`src/sv/mbrtu_pkg.sv`:
```
// Package for the Modbus RTU holding register slave.
// Word types, frame constants and the CRC-16/Modbus byte update.
// No dependencies.
package mbrtu_pkg;

    localparam int MAX_FRAME = 64;
    localparam int NUM_REGS  = 10;
    localparam int CNT_W     = $clog2(MAX_FRAME + 1);
    localparam int REG_AW    = (NUM_REGS > 1) ? $clog2(NUM_REGS) : 1;
    localparam int HEAD_LEN  = 8;
    localparam int READ_LEN  = 7;

    localparam logic [15:0] CRC_INIT        = 16'hFFFF;
    localparam logic [15:0] CRC_POLY        = 16'hA001;
    localparam logic [7:0]  FN_READ         = 8'h03;
    localparam logic [7:0]  FN_WRITE        = 8'h06;
    localparam logic [7:0]  READ_BYTE_COUNT = 8'h02;

    typedef struct packed {
        logic [7:0] rx_byte;
        logic       frame_end;
    } t_in_word;

    typedef struct packed {
        logic [7:0] tx_byte;
        logic       last_byte;
    } t_out_word;

    function automatic logic [15:0] crc_feed(input logic [15:0] crc, input logic [7:0] b);
        logic [15:0] c;
        c = crc ^ {8'h00, b};
        for (int k = 0; k < 8; k++) begin
            c = c[0] ? ((c >> 1) ^ CRC_POLY) : (c >> 1);
        end
        return c;
    endfunction

endpackage

```
`src/sv/modbus_rtu_holding_register_slave_unit.sv`:
```
// Top level of the Modbus RTU holding register slave.
// Frame parsing, register memory and reply sequencer; uses mbrtu_pkg.
//
// channel  | signals                                  | word
// ---------+------------------------------------------+------------
// rx in    | i_in_valid, o_in_ready, i_in_word        | t_in_word
// tx out   | o_out_valid, i_out_ready, o_out_word     | t_out_word
// config   | i_cfg_we, i_cfg_wdata                    | 8-bit addr
//
// One received word per cycle while o_in_ready is high. A frame-closing word starts a
// register memory read; reply words leave the transmit buffer up to one per cycle.
// A reply waits in a holding stage while the previous one is sent; a closing word
// waits only while that stage is full.
// Reset clears the per-entry valid bits at once; no clearing pass.
module modbus_rtu_holding_register_slave_unit
    import mbrtu_pkg::*;
(
    input  logic      i_clk,
    input  logic      i_rst_n,
    input  logic      i_in_valid,
    output logic      o_in_ready,
    input  t_in_word  i_in_word,
    output logic      o_out_valid,
    input  logic      i_out_ready,
    output t_out_word o_out_word,
    input  logic      i_cfg_we,
    input  logic [7:0] i_cfg_wdata
);

    logic [7:0]       r_dev;
    logic [CNT_W-1:0] r_count;
    logic [15:0]      r_tail;
    logic [15:0]      r_crc;
    logic [7:0]       r_head [HEAD_LEN];

    logic [15:0]      r_mem [NUM_REGS];
    logic [NUM_REGS-1:0] r_vld;
    logic [15:0]      r_rdata;
    logic             r_rd_vld;

    logic             r_b_valid;
    logic             r_b_write;
    logic [REG_AW-1:0] r_b_reg;
    logic [7:0]       r_b_head [HEAD_LEN];

    logic             r_tx_busy;
    logic             r_tx_write;
    logic [2:0]       r_tx_idx;
    logic [15:0]      r_tx_crc;
    logic [7:0]       r_tx_buf [HEAD_LEN];

    logic             in_acc;
    logic             out_acc;
    logic             closing;
    logic             tx_load;
    logic [CNT_W-1:0] cnt_inc;
    logic [15:0]      n_crc;
    logic [15:0]      n_tail;
    logic [15:0]      reg_idx;
    logic             fn_ok;
    logic             frame_ok;
    logic [7:0]       head7;
    logic [15:0]      rd_val;
    logic [2:0]       last_idx;
    logic [7:0]       tx_byte;

    assign closing  = i_in_word.frame_end || (r_count == CNT_W'(MAX_FRAME - 1));
    assign o_in_ready = !(closing && r_b_valid);
    assign in_acc   = i_in_valid && o_in_ready;
    assign out_acc  = o_out_valid && i_out_ready;
    assign tx_load  = r_b_valid && (!r_tx_busy || (out_acc && (r_tx_idx == last_idx)));

    assign cnt_inc  = r_count + CNT_W'(1);
    assign n_crc    = (r_count >= CNT_W'(2)) ? crc_feed(r_crc, r_tail[7:0]) : r_crc;
    assign n_tail   = {i_in_word.rx_byte, r_tail[15:8]};
    assign reg_idx  = {r_head[2], r_head[3]};
    assign fn_ok    = (r_head[1] == FN_WRITE)
                   || ((r_head[1] == FN_READ) && (r_head[4] == 8'h00) && (r_head[5] == 8'h01));
    assign frame_ok = (cnt_inc >= CNT_W'(HEAD_LEN)) && (r_head[0] == r_dev)
                   && (n_crc == n_tail) && (reg_idx < 16'(NUM_REGS)) && fn_ok;
    assign head7    = (cnt_inc == CNT_W'(HEAD_LEN)) ? i_in_word.rx_byte : r_head[7];
    assign rd_val   = r_rd_vld ? r_rdata : 16'h0000;

    // control state
    always_ff @(posedge i_clk) begin
        if (!i_rst_n) begin
            r_dev     <= 8'h01;
            r_count   <= '0;
            r_tail    <= '0;
            r_crc     <= CRC_INIT;
            r_vld     <= '0;
            r_b_valid <= 1'b0;
            r_tx_busy <= 1'b0;
            r_tx_idx  <= '0;
        end else begin
            if (i_cfg_we) begin
                r_dev <= i_cfg_wdata;
            end
            if (in_acc) begin
                if (closing) begin
                    r_count <= '0;
                    r_tail  <= '0;
                    r_crc   <= CRC_INIT;
                end else begin
                    r_count <= cnt_inc;
                    r_tail  <= n_tail;
                    r_crc   <= n_crc;
                end
            end
            if (in_acc && closing && frame_ok) begin
                r_b_valid <= 1'b1;
            end else if (tx_load) begin
                r_b_valid <= 1'b0;
            end
            if (tx_load) begin
                if (r_b_write) begin
                    r_vld[r_b_reg] <= 1'b1;
                end
                r_tx_busy <= 1'b1;
                r_tx_idx  <= '0;
            end else if (out_acc) begin
                if (r_tx_idx == last_idx) begin
                    r_tx_busy <= 1'b0;
                end else begin
                    r_tx_idx <= r_tx_idx + 3'd1;
                end
            end
        end
    end

    // payload and register memory; a write lands before the next read samples the memory
    always_ff @(posedge i_clk) begin
        if (in_acc && (r_count < CNT_W'(HEAD_LEN))) begin
            r_head[r_count[2:0]] <= i_in_word.rx_byte;
        end
        if (in_acc && closing) begin
            r_rdata   <= r_mem[reg_idx[REG_AW-1:0]];
            r_rd_vld  <= r_vld[reg_idx[REG_AW-1:0]];
            r_b_write <= (r_head[1] == FN_WRITE);
            r_b_reg   <= reg_idx[REG_AW-1:0];
            for (int i = 0; i < HEAD_LEN - 1; i++) begin
                r_b_head[i] <= r_head[i];
            end
            r_b_head[7] <= head7;
        end
        if (tx_load) begin
            r_tx_write <= r_b_write;
            r_tx_crc   <= CRC_INIT;
            if (r_b_write) begin
                r_mem[r_b_reg] <= {r_b_head[4], r_b_head[5]};
                for (int i = 0; i < HEAD_LEN; i++) begin
                    r_tx_buf[i] <= r_b_head[i];
                end
            end else begin
                r_tx_buf[0] <= r_b_head[0];
                r_tx_buf[1] <= FN_READ;
                r_tx_buf[2] <= READ_BYTE_COUNT;
                r_tx_buf[3] <= rd_val[15:8];
                r_tx_buf[4] <= rd_val[7:0];
                r_tx_buf[5] <= 8'h00;
                r_tx_buf[6] <= 8'h00;
                r_tx_buf[7] <= 8'h00;
            end
        end else if (out_acc && (r_tx_idx < 3'd5)) begin
            r_tx_crc <= crc_feed(r_tx_crc, tx_byte);
        end
    end

    always_comb begin
        last_idx = r_tx_write ? 3'(HEAD_LEN - 1) : 3'(READ_LEN - 1);
        if (r_tx_write || (r_tx_idx < 3'd5)) begin
            tx_byte = r_tx_buf[r_tx_idx];
        end else if (r_tx_idx == 3'd5) begin
            tx_byte = r_tx_crc[7:0];
        end else begin
            tx_byte = r_tx_crc[15:8];
        end
    end

    assign o_out_valid          = r_tx_busy;
    assign o_out_word.tx_byte   = tx_byte;
    assign o_out_word.last_byte = (r_tx_idx == last_idx);

endmodule

```
`config.mk`:
```
export PLATFORM = sky130hd
export DESIGN_NAME = modbus_rtu_holding_register_slave_unit
export DESIGN_NICKNAME = d
export VERILOG_FILES = /design/src/sv/mbrtu_pkg.sv /design/src/sv/modbus_rtu_holding_register_slave_unit.sv
export SDC_FILE = /design/constraint.sdc
export NUM_CORES = 1
export LEC_CHECK = 0
export BUFFER_PORTS_ARGS = -buffer_cell sky130_fd_sc_hd__buf_4
export CORE_MARGIN = 1.5
export CORE_UTILIZATION = 33
export DETAILED_ROUTE_END_ITERATION = 8
export PLACE_DENSITY = 0.53
export REMOVE_ABC_BUFFERS = 1
export SYNTH_ARGS = -nofsm -noshare
export SYNTH_HDL_FRONTEND = slang
export SYNTH_SLANG_ARGS = --single-unit
export TNS_END_PERCENT = 50
```
`constraint.sdc`:
```
create_clock -name i_clk -period 26.8 [get_ports i_clk]
set_input_delay 5.36 -clock i_clk [delete_from_list [all_inputs] [get_ports i_clk]]
set_output_delay 5.36 -clock i_clk [all_outputs]
set_load 0.1 [all_outputs]
```
==> results of run 1 <==
-- cell type report --
cell class	count	area (sq um)
multi-input combinational	655	5032
fill	4945	33150
timing repair buffer	56	420.4
tap	696	870.8
sequential	452	12600
clock inverter	26	191.4
inverter	13	48.80
clock buffer	67	1396
-- worst max-delay path, cell delays in order --
cell and delay, ns:
buf_4 0.11, a41oi_1 0.30, nand2b_1 0.19, buf_4 0.30
-- power by group through the flow --
stage | Sequential (mW) | Clock, mW | Combinational (mW)
3_3_place_gp | 0.780 | 0 | 0.0295
2_1_floorplan | 0.779 | 0 | 0.0170
4_1_cts | 0.766 | 0.676 | 0.0299
3_5_place_dp | 0.781 | 0 | 0.0298
5_1_grt | 0.766 | 0.703 | 0.0321
6_report | 0.766 | 0.659 | 0.0293
-- kinds of logic after synthesis --
kind of cell / Yosys count / share of synthesized area, %
buf+inv: 78 / 1.739
mux: 120 / 9.832
simple gates: 304 / 8.456
compound gates: 165 / 5.949
flops: 452 / 70.33
fa+ha+maj: 4 / 0.2793
xor+xnor: 62 / 3.415
-- per-layer routing --
| layer | up-vias | track usage, % |
|---|---|---|
| li1 | 4584 | - |
| met2 | 161 | 22.43 |
| met4 | 0 | 4.066 |
| met3 | 55 | 2.586 |
| met5 | - | 0 |
| met1 | 4829 | 19.44 |
-- final timing paths --
| path | startpoint | to | slack (ns) | cells after the start |
|---|---|---|---|---|
| max reg2reg | r_count[1] | r_head[0][2] | 23.16 | 8 |
| min reg2reg | r_head[6][4] | r_b_head[1][20] | 0.41 | 0 |
| max | i_in_word[0] | o_in_ready | 15.17 | 4 |
| min | r_head[6][4] | r_b_head[1][20] | 0.41 | 0 |
-- cell usage in the layout (no fill, tap or decap), types with 7 or more instances in the layout --
master,netlist,final
and2_1,12,12
o21a_1,12,12
nand2_1,113,113
and3_1,20,20
nand3_1,34,34
o21ai_0,38,38
nor4_1,8,8
clkinv_2,0,9
a21oi_1,30,30
xor2_1,19,19
mux2i_1,68,68
buf_4,0,56
mux4_2,44,44
nand2b_1,7,7
xnor2_1,38,38
clkinv_1,0,12
nor2_1,32,29
edfxtp_1,355,355
a22oi_1,22,22
a31oi_1,12,12
clkbuf_1,49,10
o211ai_1,20,20
nor2b_1,43,43
mux2_2,8,8
dfxtp_1,97,97
inv_1,13,12
a211oi_1,17,17
nand4_1,7,7
clkbuf_16,0,51
-- stage by stage --
step	setup WS [ns]	hold WS (ns)	area [sq um]	utilization (%)
2_1_floorplan	12.99	0.4003	17660	-
3_3_place_gp	15.18	0.4019	18970	35.33
3_5_place_dp	15.19	0.4045	18970	35.33
4_1_cts	15.17	0.4194	20560	38.29
5_1_grt	15.11	0.4260	20560	38.29
6_report	15.17	0.4136	20560	38.29
==> metrics.csv, run 1 <==
metric,value,unit
syn_area_per_cell,15.12,sq um
tightest_slew,1.225,ns
cts_buffer_depth,3,
topRoutingLayerUsed,met4,
ys_ff_latch,452,
leakage,7.097,nW
syn_to_final_growth,14.75,%
relSlewSlack,17.71,%
total_power,1.454,mW
vias,9629,
sw_frac_of_total,20.52,%
rsz0062_at_grt,false,
antenna_found_initial,1,
routedWlPerCell,19.75,um
cts_hold_buffers,0,
largest_register_ffs,160,
htree_levels,2,
drc,0,
numCtsBuffers,50,
wl_met3,1538,um
final_cells,1965,
required,21.44,ns
synth_area,17920,sq um
startpoint_type,input port,
p_int,1.156,mW
num_antenna_cells,0,
first_pass_iters,5,
ios,33,
gp_routability_congestion,0.7532,
initial_core_util,33.36,%
p_switching,0.2983,mW
synth-warning-count,0,
ant_nets,0,
drt-initial-drc-count,806,
synth_cell_types,51,
coreArea,53710,sq um
arrival,6.27,ns
vdd.ir_drop.worst,0.04003,mV
grt_pass1_vias,9650,
wl_met1,18300,um
grtUsageTotal,14.01,%
slew_viol_final,0,
clock_latency,0.59,ns
path_class,input port to output pin,
ys_seq_area_share,70.33,%
setup_viol,0,
cts_tree,built,
clock-skew-final,0.02863,ns
postCtsSetupBuffers,0,
clkTransAtPathRegs,0.06,ns
synth_top_area_share,59.49,%
synth_flop_cell,edfxtp_1,
drt-total-wl,38800,um
vias_per_cell,4.900,
power.share.clock,45.3,%
seqPwrFrac,52.7,%
combPwrFrac,2.0,%
dpl.hpwl,23670,um
num-nets-final,1254,
die_area,55710,sq um
synthTopCellsByCount,"355 x edfxtp_1, 113 x nand2_1, 97 x dfxtp_1",
fin_crit,11.63,ns
power_density,70.71,nW/um^2
grt_pass1_wl,59620,um
synth.most_common_cell,edfxtp_1,
die_w,236.0,um
die_h,236.0,um
tns,0,ns
crit_path_end_kind,output pin,
io_buffer_count,32,
clock_sink_count,452,
synth_cells,1185,
async_reset_ff_share,0,%
grt_max_degree,70,
wl_met2,18180,um
cts-root-buf,clkbuf_16,
dp.cells,1872,
maxCapViolCount,0,
crit_fanout,4,
final_layout_size_suffix_gt1_share,15.29,%
fmax,0.08599,GHz
cts_resized,0,
period_share,43.39,%
synth_edf_count,355,
status,completed,
row_count,85,
top_register,r_mem,
yosysTopAreaCell,edfxtp_1,
hold_path_class,register to register,
yosys-top-cells-area,"edfxtp_1 59%, dfxtp_1 11%, mux4_2 5.5%",
grt-ovfl-total,0,
hold_violations,0,
Power figures use the tool's default switching activity.
==> run 2, diff against run 1 <==
==> constraint.sdc (replaced) <==
create_clock -name i_clk -period 11.8 [get_ports i_clk]
set_input_delay 2.36 -clock i_clk [delete_from_list [all_inputs] [get_ports i_clk]]
set_output_delay 2.36 -clock i_clk [all_outputs]
set_load 0.1 [all_outputs]
==> metrics.csv, run 2 (same netlist as run 1, synthesis figures left out) <==
metric,value,unit,change
required,9.44,ns,was 21.44 ns
coreArea,53710,sq um,unchanged
gp_routability_congestion,0.7705,,was 0.7532
ant_nets,0,,unchanged
clock-skew-final,0.02259,ns,was 0.02863 ns
clock_latency,0.58,ns,was 0.59 ns
cts-root-buf,clkbuf_16,,unchanged
cts_tree,built,,unchanged
die_w,236.0,um,unchanged
leakage,6.999,nW,was 7.097 nW
crit_fanout,4,,unchanged
grtUsageTotal,13.88,%,was 14.01%
hold_path_class,register to register,,unchanged
fmax,0.1775,GHz,
final_layout_size_suffix_gt1_share,14.74,%,was 15.29%
clock_sink_count,452,,unchanged
io_buffer_count,32,,unchanged
tightest_slew,1.101,ns,was 1.225 ns
slew_viol_final,0,,unchanged
cts_hold_buffers,0,,unchanged
drc,0,,unchanged
antenna_found_initial,0,,was 1
first_pass_iters,5,,unchanged
startpoint_type,input port,,unchanged
grt_pass1_vias,9587,,was 9650
maxCapViolCount,0,,unchanged
cts_buffer_depth,3,,unchanged
routedWlPerCell,19.61,um,was 19.75 um
crit_path_end_kind,output pin,,unchanged
numCtsBuffers,49,,was 50
final_common_cell,edfxtp_1,,unchanged
cts_resized,0,,unchanged
drt-initial-drc-count,561,,was 806
die_h,236.0,um,unchanged
setup_viol,0,,unchanged
worst_slack,6.165,ns,was 15.17 ns
htree_levels,2,,unchanged
reg2reg_from,r_count[3],,was r_count[1]
grt_use_met1,19.05,%,was 19.44%
power_density,157.1,nW/um^2,was 70.71 nW/um^2
hold_path.startpoint,r_b_head[0][4],,was r_head[6][4]
drt-total-wl,38390,um,was 38800 um
postCtsSetupBuffers,0,,unchanged
grt-ovfl-total,0,,unchanged
met2_usage,22.78,%,was 22.43%
layout_common_cells,"355 x edfxtp_1, 113 x nand2_1, 97 x dfxtp_1",,unchanged
vdd.ir_drop.worst,0.09162,mV,was 0.04003 mV
rsz0062_at_grt,false,,unchanged
ios,33,,unchanged
top_register,r_mem,,unchanged
period_share,47.76,%,
die_area,55710,sq um,unchanged
path_class,input port to output pin,,unchanged
vias,9585,,was 9629
num_antenna_cells,0,,unchanged
place_ws,6.176,ns,was 15.19 ns
status,completed,,unchanged
fin_crit,5.635,ns,
initial_core_util,33.36,%,unchanged
largest_register_ffs,160,,unchanged
row_count,85,,unchanged
fillers,4947,,was 4945
num-nets-final,1251,,was 1254
clkTransAtPathRegs,0.05,ns,was 0.06 ns
dpl.hpwl,24000,um,was 23670 um
syn_to_final_growth,13.94,%,was 14.75%
arrival,3.28,ns,was 6.27 ns
hold_violations,0,,unchanged
vias_per_cell,4.895,,was 4.900
relSlewSlack,26.57,%,was 17.71%
cp-startpoint,i_in_word[0],,unchanged
tns,0,ns,unchanged
utilization,38.01,%,was 38.29%
grt_pass1_wl,59330,um,was 59620 um
grt_max_degree,83,,was 70
use_met3,2.364,%,was 2.586%
grt_busiest_layer,met2,,unchanged
## run 2: path summary, 6_finish.rpt
kind                            cells past startpoint  slack [ns]              to
worst max register to register                      8        8.23       r_b_valid
worst min register to register                      0        0.42  r_tx_buf[0][4]
worst max-delay path                                4        6.16      o_in_ready
worst min-delay path                                0        0.42  r_tx_buf[0][4]
## run 2: cell type report
class,count,area [sq um],share of cell area (%)
clock buffer,61,1292,6.331
clock inverter,27,163.9,0.8028
inverter,13,48.80,0.2390
multi-input combinational,655,5032,24.65
sequential,452,12600,61.73
tap,696,870.8,4.265
timing repair buffer,54,405.4,1.986
## run 2: routing by layer
layer,wire (um),share of wire (%)
met1,18040,47
met2,18270,48
met3,1402,3.7
met4,675,1.8
met5,0,0
## run 2: where the power goes
group	leakage [nW]	internal, mW	switching [mW]
Combinational	2.23	0.0256	0.0391
Clock	0.708	0.795	0.608
Sequential	4.06	1.72	0.0153
Total	7.00	2.55	0.662
## run 2: stage by stage
stage                     power (mW)  hold WS (ns)  instances  instance area [sq um]
after CTS                      3.248        0.4198       1958                  20420
final                          3.208        0.4178       1958                  20420
after floorplan                1.807        0.4003       1120                  17660
after detailed placement       1.840        0.4071       1870                  18960
after global routing           3.316        0.4271       1958                  20420
after global placement         1.838        0.4043       1870                  18960
## run 2: worst max-delay path, cell delays in order
cell and delay [ns]:
buf_4 0.12, a41oi_1 0.30, nand2b_1 0.19, buf_4 0.30
